--- config.mk ---
export PLATFORM = sky130hd
export DESIGN_NAME = boolean_anf_degree
export DESIGN_NICKNAME = d
export VERILOG_FILES = /design/src/anfd_pkg.sv /design/src/anfd_ram.sv /design/src/anfd_emit.sv /design/src/boolean_anf_degree.sv
export SDC_FILE = /design/constraint.sdc
export NUM_CORES = 1
export LEC_CHECK = 0
export BUFFER_PORTS_ARGS = -buffer_cell sky130_fd_sc_hd__buf_2
export CORE_AREA = 2 2 87 151
export DETAILED_ROUTE_END_ITERATION = 8
export DIE_AREA = 0 0 89 153
export PLACE_DENSITY = 0.87
export SLEW_MARGIN = 25
export SYNTH_ARGS = -nofsm -noshare
export SYNTH_HDL_FRONTEND = slang
export SYNTH_HIERARCHICAL = 1
export SYNTH_SLANG_ARGS = --single-unit
--- constraint.sdc ---
create_clock -name i_clk -period 9.1 [get_ports i_clk]
set_clock_uncertainty 0.2 [all_clocks]
set_input_delay 1.82 -clock i_clk [delete_from_list [all_inputs] [get_ports i_clk]]
set_output_delay 1.82 -clock i_clk [all_outputs]
set_load 0.1 [all_outputs]
--- src/anfd_pkg.sv ---
// ----------------------------------------------------------------------------
// anfd_pkg
// Shared types, constants and helpers for the ANF degree block.
// ----------------------------------------------------------------------------
package anfd_pkg;

    localparam int NV_W  = 3;   // width of the num_vars register
    localparam int IDX_W = 6;   // width of the coefficient index field
    localparam int DEG_W = 3;   // width of the degree field

    localparam logic [NV_W-1:0] NV_RESET = 3'd6;

    typedef enum logic [2:0] {
        ST_LOAD,
        ST_XFORM,
        ST_XGAP,
        ST_XDRAIN,
        ST_EMIT
    } t_state;

    // Status from the emit stage back to the sequencer.
    typedef struct packed {
        logic busy;
        logic rd_en;
    } t_emit_stat;

    function automatic logic [DEG_W-1:0] bit_weight(input logic [IDX_W-1:0] v);
        logic [DEG_W-1:0] w;
        w = '0;
        for (int i = 0; i < IDX_W; i++) begin
            w = w + DEG_W'(v[i]);
        end
        return w;
    endfunction

endpackage

--- src/anfd_ram.sv ---
// ----------------------------------------------------------------------------
// anfd_ram
// Generic RAM: one write port, two read ports with registered read data.
// ----------------------------------------------------------------------------
module anfd_ram #(
    parameter int WIDTH = 1,
    parameter int DEPTH = 64
) (
    input  logic                     i_clk,
    input  logic                     i_we,
    input  logic [$clog2(DEPTH)-1:0] i_waddr,
    input  logic [WIDTH-1:0]         i_wdata,
    input  logic                     i_re_a,
    input  logic [$clog2(DEPTH)-1:0] i_raddr_a,
    output logic [WIDTH-1:0]         o_rdata_a,
    input  logic                     i_re_b,
    input  logic [$clog2(DEPTH)-1:0] i_raddr_b,
    output logic [WIDTH-1:0]         o_rdata_b
);

    logic [WIDTH-1:0] r_mem [DEPTH];

    always_ff @(posedge i_clk) begin
        if (i_we) begin
            r_mem[i_waddr] <= i_wdata;
        end
    end

    // Read data holds while the read enable is low.
    always_ff @(posedge i_clk) begin
        if (i_re_a) begin
            o_rdata_a <= r_mem[i_raddr_a];
        end
        if (i_re_b) begin
            o_rdata_b <= r_mem[i_raddr_b];
        end
    end

endmodule

--- src/anfd_emit.sv ---
// ----------------------------------------------------------------------------
// anfd_emit
// Streams the coefficients out of the table memory, one word per cycle
// while the output is not stalled, through the RAM read register and an output register.
// ----------------------------------------------------------------------------
module anfd_emit
    import anfd_pkg::*;
#(
    parameter int AW = 6
) (
    input  logic              i_clk,
    input  logic              i_rst_n,
    input  logic              i_start,
    input  logic [AW-1:0]     i_last_idx,
    input  logic [DEG_W-1:0]  i_degree,
    output logic [AW-1:0]     o_rd_addr,
    input  logic              i_rd_data,
    output t_emit_stat        o_stat,
    output logic              o_m_axis_tvalid,
    input  logic              i_m_axis_tready,
    output logic [15:0]       o_m_axis_tdata,  // [5:0] coeff_index, [6] coeff_value,
                                               // [9:7] algebraic_degree
    output logic              o_m_axis_tlast   // last_of_run
);

    logic              r_active;
    logic [AW-1:0]     r_idx;
    logic [AW-1:0]     r_last_idx;
    logic              r_s1_v;
    logic [AW-1:0]     r_s1_idx;
    logic              r_s1_last;
    logic              r_o_v;
    logic [IDX_W-1:0]  r_o_idx;
    logic              r_o_val;
    logic [DEG_W-1:0]  r_o_deg;
    logic              r_o_last;

    logic out_free;
    logic s1_move;
    logic issue;

    assign out_free = !r_o_v || i_m_axis_tready;
    assign s1_move  = r_s1_v && out_free;
    assign issue    = r_active && (!r_s1_v || out_free);

    always_ff @(posedge i_clk) begin
        if (!i_rst_n) begin
            r_active <= 1'b0;
            r_s1_v   <= 1'b0;
            r_o_v    <= 1'b0;
        end else begin
            if (i_start) begin
                r_active   <= 1'b1;
                r_idx      <= '0;
                r_last_idx <= i_last_idx;
            end else if (issue) begin
                if (r_idx == r_last_idx) begin
                    r_active <= 1'b0;
                end
                r_idx <= r_idx + AW'(1);
            end

            if (issue) begin
                r_s1_v    <= 1'b1;
                r_s1_idx  <= r_idx;
                r_s1_last <= (r_idx == r_last_idx);
            end else if (s1_move) begin
                r_s1_v <= 1'b0;
            end

            // advance the read word into the output register, or drop a taken word
            if (s1_move) begin
                r_o_v    <= 1'b1;
                r_o_idx  <= IDX_W'(r_s1_idx);
                r_o_val  <= i_rd_data;
                r_o_deg  <= i_degree;
                r_o_last <= r_s1_last;
            end else if (i_m_axis_tready) begin
                r_o_v <= 1'b0;
            end
        end
    end

    assign o_rd_addr       = r_idx;
    assign o_stat.rd_en    = issue;
    assign o_stat.busy     = r_active || r_s1_v;
    assign o_m_axis_tvalid = r_o_v;
    assign o_m_axis_tdata  = {6'd0, r_o_deg, r_o_val, r_o_idx};
    assign o_m_axis_tlast  = r_o_last;

endmodule

--- src/boolean_anf_degree.sv ---
// ----------------------------------------------------------------------------
// boolean_anf_degree
// Loads a truth table one bit per word, runs the Moebius butterfly in place
// in the table memory, tracks the algebraic degree and streams the ANF.
//
//   channel   dir  fields                                           handshake
//   s_axis    in   entry_bit                                        tvalid/tready
//   m_axis    out  coeff_index, coeff_value, algebraic_degree, last tvalid/tready
//   cfg       in   num_vars                                         write enable
//
// Sequence: a run of N = 2^n words is loaded word by word, then the butterfly
// runs stage by stage (one pair per cycle over two read ports, one write-back
// per pair, a gap state between stages), then the N words are emitted.
// The degree is folded in during the final stage.
// No input is taken while the butterfly or the emit runs. Output stalls
// hold the emit pipeline. Reset is synchronous; the table needs no clearing.
// ----------------------------------------------------------------------------
module boolean_anf_degree
    import anfd_pkg::*;
#(
    parameter int MAX_VARS = 6
) (
    input  logic              i_clk,
    input  logic              i_rst_n,
    input  logic              i_cfg_we,
    input  logic [NV_W-1:0]   i_cfg_wdata,       // num_vars
    input  logic              i_s_axis_tvalid,
    output logic              o_s_axis_tready,
    input  logic [7:0]        i_s_axis_tdata,    // [0] entry_bit
    output logic              o_m_axis_tvalid,
    input  logic              i_m_axis_tready,
    output logic [15:0]       o_m_axis_tdata,    // [5:0] coeff_index, [6] coeff_value,
                                                 // [9:7] algebraic_degree
    output logic              o_m_axis_tlast     // last_of_run
);

    localparam int AW    = MAX_VARS;
    localparam int DEPTH = 1 << MAX_VARS;

    t_state            r_state, n_state;
    logic [NV_W-1:0]   r_num_vars;
    logic [AW:0]       r_load_cnt, n_load_cnt;
    logic [NV_W-1:0]   r_bit, n_bit;
    logic [AW-1:0]     r_pair, n_pair;
    logic [DEG_W-1:0]  r_max_w, n_max_w;
    logic              r_pend;
    logic [AW-1:0]     r_pend_lo, r_pend_hi;
    logic              r_pend_fin;

    logic [NV_W-1:0]   nv_act;
    logic [AW:0]       size_v;
    logic [AW:0]       half_v;
    logic [AW-1:0]     pair_last;
    logic [AW-1:0]     low_mask;
    logic [AW-1:0]     lo_addr, hi_addr;
    logic              in_acc;
    logic              xf_issue;
    logic              emit_start;
    logic              fin_stage;

    logic              ram_we;
    logic [AW-1:0]     ram_waddr;
    logic              ram_wdata;
    logic              ram_re_a;
    logic [AW-1:0]     ram_raddr_a;
    logic              rdata_a, rdata_b;
    logic              hi_new;
    logic [DEG_W-1:0]  w_lo, w_hi, w_max;

    logic [AW-1:0]     emit_addr;
    t_emit_stat        emit_stat;

    assign nv_act    = (r_num_vars > NV_W'(MAX_VARS)) ? NV_W'(MAX_VARS) : r_num_vars;
    assign size_v    = (AW+1)'(1) << nv_act;
    assign half_v    = size_v >> 1;
    assign pair_last = AW'(half_v - (AW+1)'(1));
    assign fin_stage = (r_bit == nv_act - NV_W'(1));

    // pair index with a zero inserted at the stage bit
    assign low_mask = (AW'(1) << r_bit) - AW'(1);
    assign lo_addr  = ((r_pair & ~low_mask) << 1) | (r_pair & low_mask);
    assign hi_addr  = lo_addr | (AW'(1) << r_bit);

    assign in_acc          = i_s_axis_tvalid && (r_state == ST_LOAD);
    assign o_s_axis_tready = (r_state == ST_LOAD);

    // write-back of the pair read last cycle, and its degree contribution
    assign hi_new = rdata_a ^ rdata_b;
    assign w_lo   = rdata_a ? bit_weight(IDX_W'(r_pend_lo)) : '0;
    assign w_hi   = hi_new  ? bit_weight(IDX_W'(r_pend_hi)) : '0;
    assign w_max  = (w_lo > w_hi) ? w_lo : w_hi;

    always_comb begin
        n_state    = r_state;
        n_load_cnt = r_load_cnt;
        n_bit      = r_bit;
        n_pair     = r_pair;
        n_max_w    = r_max_w;
        xf_issue   = 1'b0;
        emit_start = 1'b0;

        if (r_pend && r_pend_fin && (w_max > r_max_w)) begin
            n_max_w = w_max;
        end

        unique case (r_state)
            ST_LOAD: begin
                if (i_cfg_we) begin
                    n_load_cnt = '0;
                end else if (in_acc) begin
                    if (r_load_cnt + (AW+1)'(1) == size_v) begin
                        n_load_cnt = '0;
                        n_bit      = '0;
                        n_pair     = '0;
                        n_max_w    = '0;
                        if (nv_act == '0) begin
                            n_state    = ST_EMIT;
                            emit_start = 1'b1;
                        end else begin
                            n_state = ST_XFORM;
                        end
                    end else begin
                        n_load_cnt = r_load_cnt + (AW+1)'(1);
                    end
                end
            end
            ST_XFORM: begin
                xf_issue = 1'b1;
                if (r_pair == pair_last) begin
                    n_pair = '0;
                    if (fin_stage) begin
                        n_state = ST_XDRAIN;
                    end else begin
                        n_bit   = r_bit + NV_W'(1);
                        n_state = ST_XGAP;
                    end
                end else begin
                    n_pair = r_pair + AW'(1);
                end
            end
            // let the last write of a stage land before the next stage reads
            ST_XGAP: begin
                n_state = ST_XFORM;
            end
            ST_XDRAIN: begin
                n_state    = ST_EMIT;
                emit_start = 1'b1;
            end
            ST_EMIT: begin
                if (!emit_stat.busy) begin
                    n_state = ST_LOAD;
                end
            end
            default: begin
                n_state = ST_LOAD;
            end
        endcase
    end

    always_ff @(posedge i_clk) begin
        if (!i_rst_n) begin
            r_state    <= ST_LOAD;
            r_num_vars <= NV_RESET;
            r_load_cnt <= '0;
            r_max_w    <= '0;
            r_pend     <= 1'b0;
        end else begin
            r_state    <= n_state;
            r_load_cnt <= n_load_cnt;
            r_max_w    <= n_max_w;
            r_pend     <= xf_issue;
            if (i_cfg_we) begin
                r_num_vars <= i_cfg_wdata;
            end
        end
    end

    always_ff @(posedge i_clk) begin
        r_bit      <= n_bit;
        r_pair     <= n_pair;
        r_pend_lo  <= lo_addr;
        r_pend_hi  <= hi_addr;
        r_pend_fin <= fin_stage;
    end

    assign ram_we      = in_acc || r_pend;
    assign ram_waddr   = r_pend ? r_pend_hi : r_load_cnt[AW-1:0];
    assign ram_wdata   = r_pend ? hi_new : i_s_axis_tdata[0];
    assign ram_re_a    = (r_state == ST_EMIT) ? emit_stat.rd_en : xf_issue;
    assign ram_raddr_a = (r_state == ST_EMIT) ? emit_addr : lo_addr;

    anfd_ram #(
        .WIDTH (1),
        .DEPTH (DEPTH)
    ) u_table (
        .i_clk     (i_clk),
        .i_we      (ram_we),
        .i_waddr   (ram_waddr),
        .i_wdata   (ram_wdata),
        .i_re_a    (ram_re_a),
        .i_raddr_a (ram_raddr_a),
        .o_rdata_a (rdata_a),
        .i_re_b    (xf_issue),
        .i_raddr_b (hi_addr),
        .o_rdata_b (rdata_b)
    );

    anfd_emit #(
        .AW (AW)
    ) u_emit (
        .i_clk           (i_clk),
        .i_rst_n         (i_rst_n),
        .i_start         (emit_start),
        .i_last_idx      (AW'(size_v - (AW+1)'(1))),
        .i_degree        (r_max_w),
        .o_rd_addr       (emit_addr),
        .i_rd_data       (rdata_a),
        .o_stat          (emit_stat),
        .o_m_axis_tvalid (o_m_axis_tvalid),
        .i_m_axis_tready (i_m_axis_tready),
        .o_m_axis_tdata  (o_m_axis_tdata),
        .o_m_axis_tlast  (o_m_axis_tlast)
    );

    // load writes and butterfly write-backs never share the write port
    a_wr_excl: assert property (@(posedge i_clk) disable iff (!i_rst_n)
        !(in_acc && r_pend))
        else $error("load write collides with butterfly write-back");

    // a new emit run starts only after the previous one has drained
    a_emit_idle: assert property (@(posedge i_clk) disable iff (!i_rst_n)
        emit_start |-> !emit_stat.busy)
        else $error("emit started while busy");

    // a pending write-back always follows a butterfly read
    a_pend_src: assert property (@(posedge i_clk) disable iff (!i_rst_n)
        xf_issue |=> r_pend && (r_state == ST_XFORM || r_state == ST_XGAP
                                || r_state == ST_XDRAIN))
        else $error("write-back without butterfly state");

    // the load count stays inside the table
    a_cnt_rng: assert property (@(posedge i_clk) disable iff (!i_rst_n)
        (r_state == ST_LOAD) |-> (r_load_cnt < size_v))
        else $error("load count beyond table size");

endmodule
==> results.toml <==
[drt]
drc = 0
wl_per_cell_um = 20.9
drt_wl_total_um = 18300
ant_nets = 0
vias_per_cell = 6.49
vias = 5680
drtIter0Drc = 459
dr.pass1.iters = 5

[sta]
slew_headroom_pct = 39.5
finalSetupTns_ns = 0
rsz0062_at_grt = "false"
fmax_ghz = 0.192
setup_viol_count_final = 0
hold_viol = 0
hold_slack_ns = 0.221
fin_ws_ns = 3.90
slew_violations = 0
min_period_ns = 5.20
post-route-period-util_pct = 57.1
tightest_slew_ns = 0.905

[logic_synthesis]
yosysSeqAreaShare_pct = 48.5
synth_most_common_cell = "edfxtp_1"
syn_area_um2 = 7860
ys_types = 74
postSynthCellCount = 689
synth_edf_count = 105
synth_top_area_share_pct = 40.1
yosysTopAreaCell = "edfxtp_1"
synth_area_leaders = "edfxtp_1 40%, dfxtp_1 8.4%, mux4_2 5.7%"
syn_area_per_cell_um2 = 11.4
synth_seq_cells = 138
synth_common_cells = "105 x edfxtp_1, 95 x nor2_1, 54 x nand2_1"
async_flop_share_pct = 0
ys.flop_type = "edfxtp_1"
yosysWarnings = 6

[floorplan]
die_w_um = 89
core-area_um2 = 12400
rows = 54
start_util_pct = 63.3
fp.dieArea_um2 = 13600
io_pins = 35
die_y_um = 153

[layout]
area_delta_synth_final_pct = 9.61
fill_cells = 851
seq_area_um2 = 3810
final_cells = 875
drive_gt1_share_pct = 13.9
multi_input_area_um2 = 3650
nNetsFinal = 737
antenna_cells = 0
finish.utilization_pct = 69.3

[cts]
post_cts_buffers = 0
root_buffer = "clkbuf_16"
cts-hold-fix-buffers = 0
clk_latency_ns = 0.42
clk_pin_slew_ns = 0.06
cts_tree = "done"
cts-resized-gates = 0
h-tree-depth = 4
clock_sinks = 138
cts.path.max_buffers = 2
cts_buffers = 17

[power]
p_leak_uw = 0.00313
pwr_density_cell_nw_per_um2 = 174
vdd.ir_drop.worst_uv = 173

[critical_path]
cp.arrival_ns = 5.30
critPathKind = "reg -> reg"
required_ns = 9.20
cp_cell_sequence = "fa_1, inv_1, fa_1, inv_1, ha_1, fa_1, nand2_1, ha_1, nor2b_1, o21ai_0, a32oi_1, mux2i_1, ha_1, a21o_1, a21oi_1, a311oi_1, nor2_1, a2111oi_0"
critPathSlowestCell = "a311oi_1"
worst_setup_path_start_kind = "flop"
cp-end-kind = "flop"
max_stage_delay_ns = 0.58
crit_fanout = 4
rr_worst_depth = 18

[run_status]
outcome = "complete, no violations"

[placement]
gp_congestion = 0.822
io_buffer_count = 21
dpl_worst_slack_ns = 4.07
place_inst = 842
dp_hpwl_um = 13100

[global_routing]
grt_pass1_vias = 5987
grt-ovfl-total = 0
antenna_found_initial = 0
grt_first_pass_wirelength_um = 29500
grt.total_usage_pct = 28.7
grt_max_degree = 65

[hold_path]
hold_path_class = "reg -> reg"
whs_path_depth = 0

[run]
maxCapViolCount = 0
[cell type report]
type	instances	area share [%]
Sequential cell	138	44.2
Multi-Input combinational cell	469	42.4
Clock buffer	22	5.39
Tap cell	168	2.44
Clock inverter	10	1.95
Inverter	44	1.92
Timing Repair Buffer	24	1.71
[flip-flops by register name, indices dropped and copies added (netlist names), 3 cells and up]
register           count
u_emit/r_o_idx         6
u_emit/o_rd_addr       6
r_pend_lo              6
u_table/r_mem         64
u_emit/r_s1_idx        6
u_emit/r_o_deg         3
u_emit/r_last_idx      6
r_state                3
r_load_cnt             7
r_pair                 6
r_pend_hi              6
r_num_vars             3
r_max_w                3
r_bit                  3
[cell usage in the layout, fill, tap and decap left out, types with 4 or more instances in the layout]
cell type / n
mux2i_1: 21
a21oi_1: 24
o211ai_1: 6
fa_1: 6
nand2b_1: 10
nor3_1: 20
buf_2: 21
o22ai_1: 4
a21o_1: 4
mux4_1: 12
or3_1: 5
o21ai_0: 10
mux4_2: 20
dfxtp_1: 33
nor2_1: 95
nand2_1: 54
xnor2_1: 17
a22oi_1: 6
clkbuf_16: 17
inv_1: 44
ha_1: 21
o221ai_1: 5
xor2_1: 12
conb_1: 6
nor2b_1: 13
mux2_2: 11
nand3b_1: 4
nand3_1: 17
bufinv_16: 4
edfxtp_1: 105
and2_1: 6
[through the flow]
| step | area, um2 | total power, uW |
|---|---|---|
| floorplan | 7880 | 754 |
| global route | 8620 | 1540 |
| finish | 8620 | 1500 |
| global placement | 7960 | 763 |
| detailed placement | 7960 | 767 |
| CTS | 8590 | 1500 |
[worst paths after layout]
| kind | from | to | slack (ns) |
|---|---|---|---|
| max | r_pend_hi[0]$_DFF_P_ | r_max_w[0]$_SDFF_PN0_ | 3.90 |
| min | u_emit/r_s1_idx[5]$_DFFE_PP_ | u_emit/r_o_idx[5]$_DFFE_PP_ | 0.22 |
| max reg2reg | r_pend_hi[0]$_DFF_P_ | r_max_w[0]$_SDFF_PN0_ | 3.90 |
| min reg2reg | u_emit/r_s1_idx[5]$_DFFE_PP_ | u_emit/r_o_idx[5]$_DFFE_PP_ | 0.22 |
[metal layers]
layer / up-vias / part of all wire (%) / GRT usage [%]
li1: 2527 / - / -
met1: 2774 / 34 / 29.4
met2: 290 / 54 / 50.6
met3: 89 / 4.8 / 5.29
met4: 0 / 6.6 / 19.2
met5: - / 0 / 0
[power by group]
part           internal, uW  leakage, uW  switching, uW  total (uW)
sequential              677      0.00123           6.40         684
clock                   475     0.000305            263         738
combinational          24.1      0.00160           50.2        74.3
total                  1180      0.00313            320        1500
[cell families (layout without fill, tap and decap cells)]
family	count (synthesis)	in the layout	share of synthesized area [%]
buffers and inverters	87	100	5.31
adders and majority gates	27	27	4.87
DFF	138	138	48.5
xor gates and xnor gates	30	30	3.52
other	1	6	0.0477
muxes	64	64	14.0
and+or+nand+nor	244	244	15.0
AOI/OAI and AO/OA	98	98	8.78
[critical path: cells and delay by family (launching register included)]
family,cells,cell delay [ns]
flops,1,0.33
compound gates,6,1.56
fa+ha+maj,6,2.39
mux,1,0.17
simple gates,3,0.32
buf+inv,2,0.10
Power figures use the tool's default switching activity.
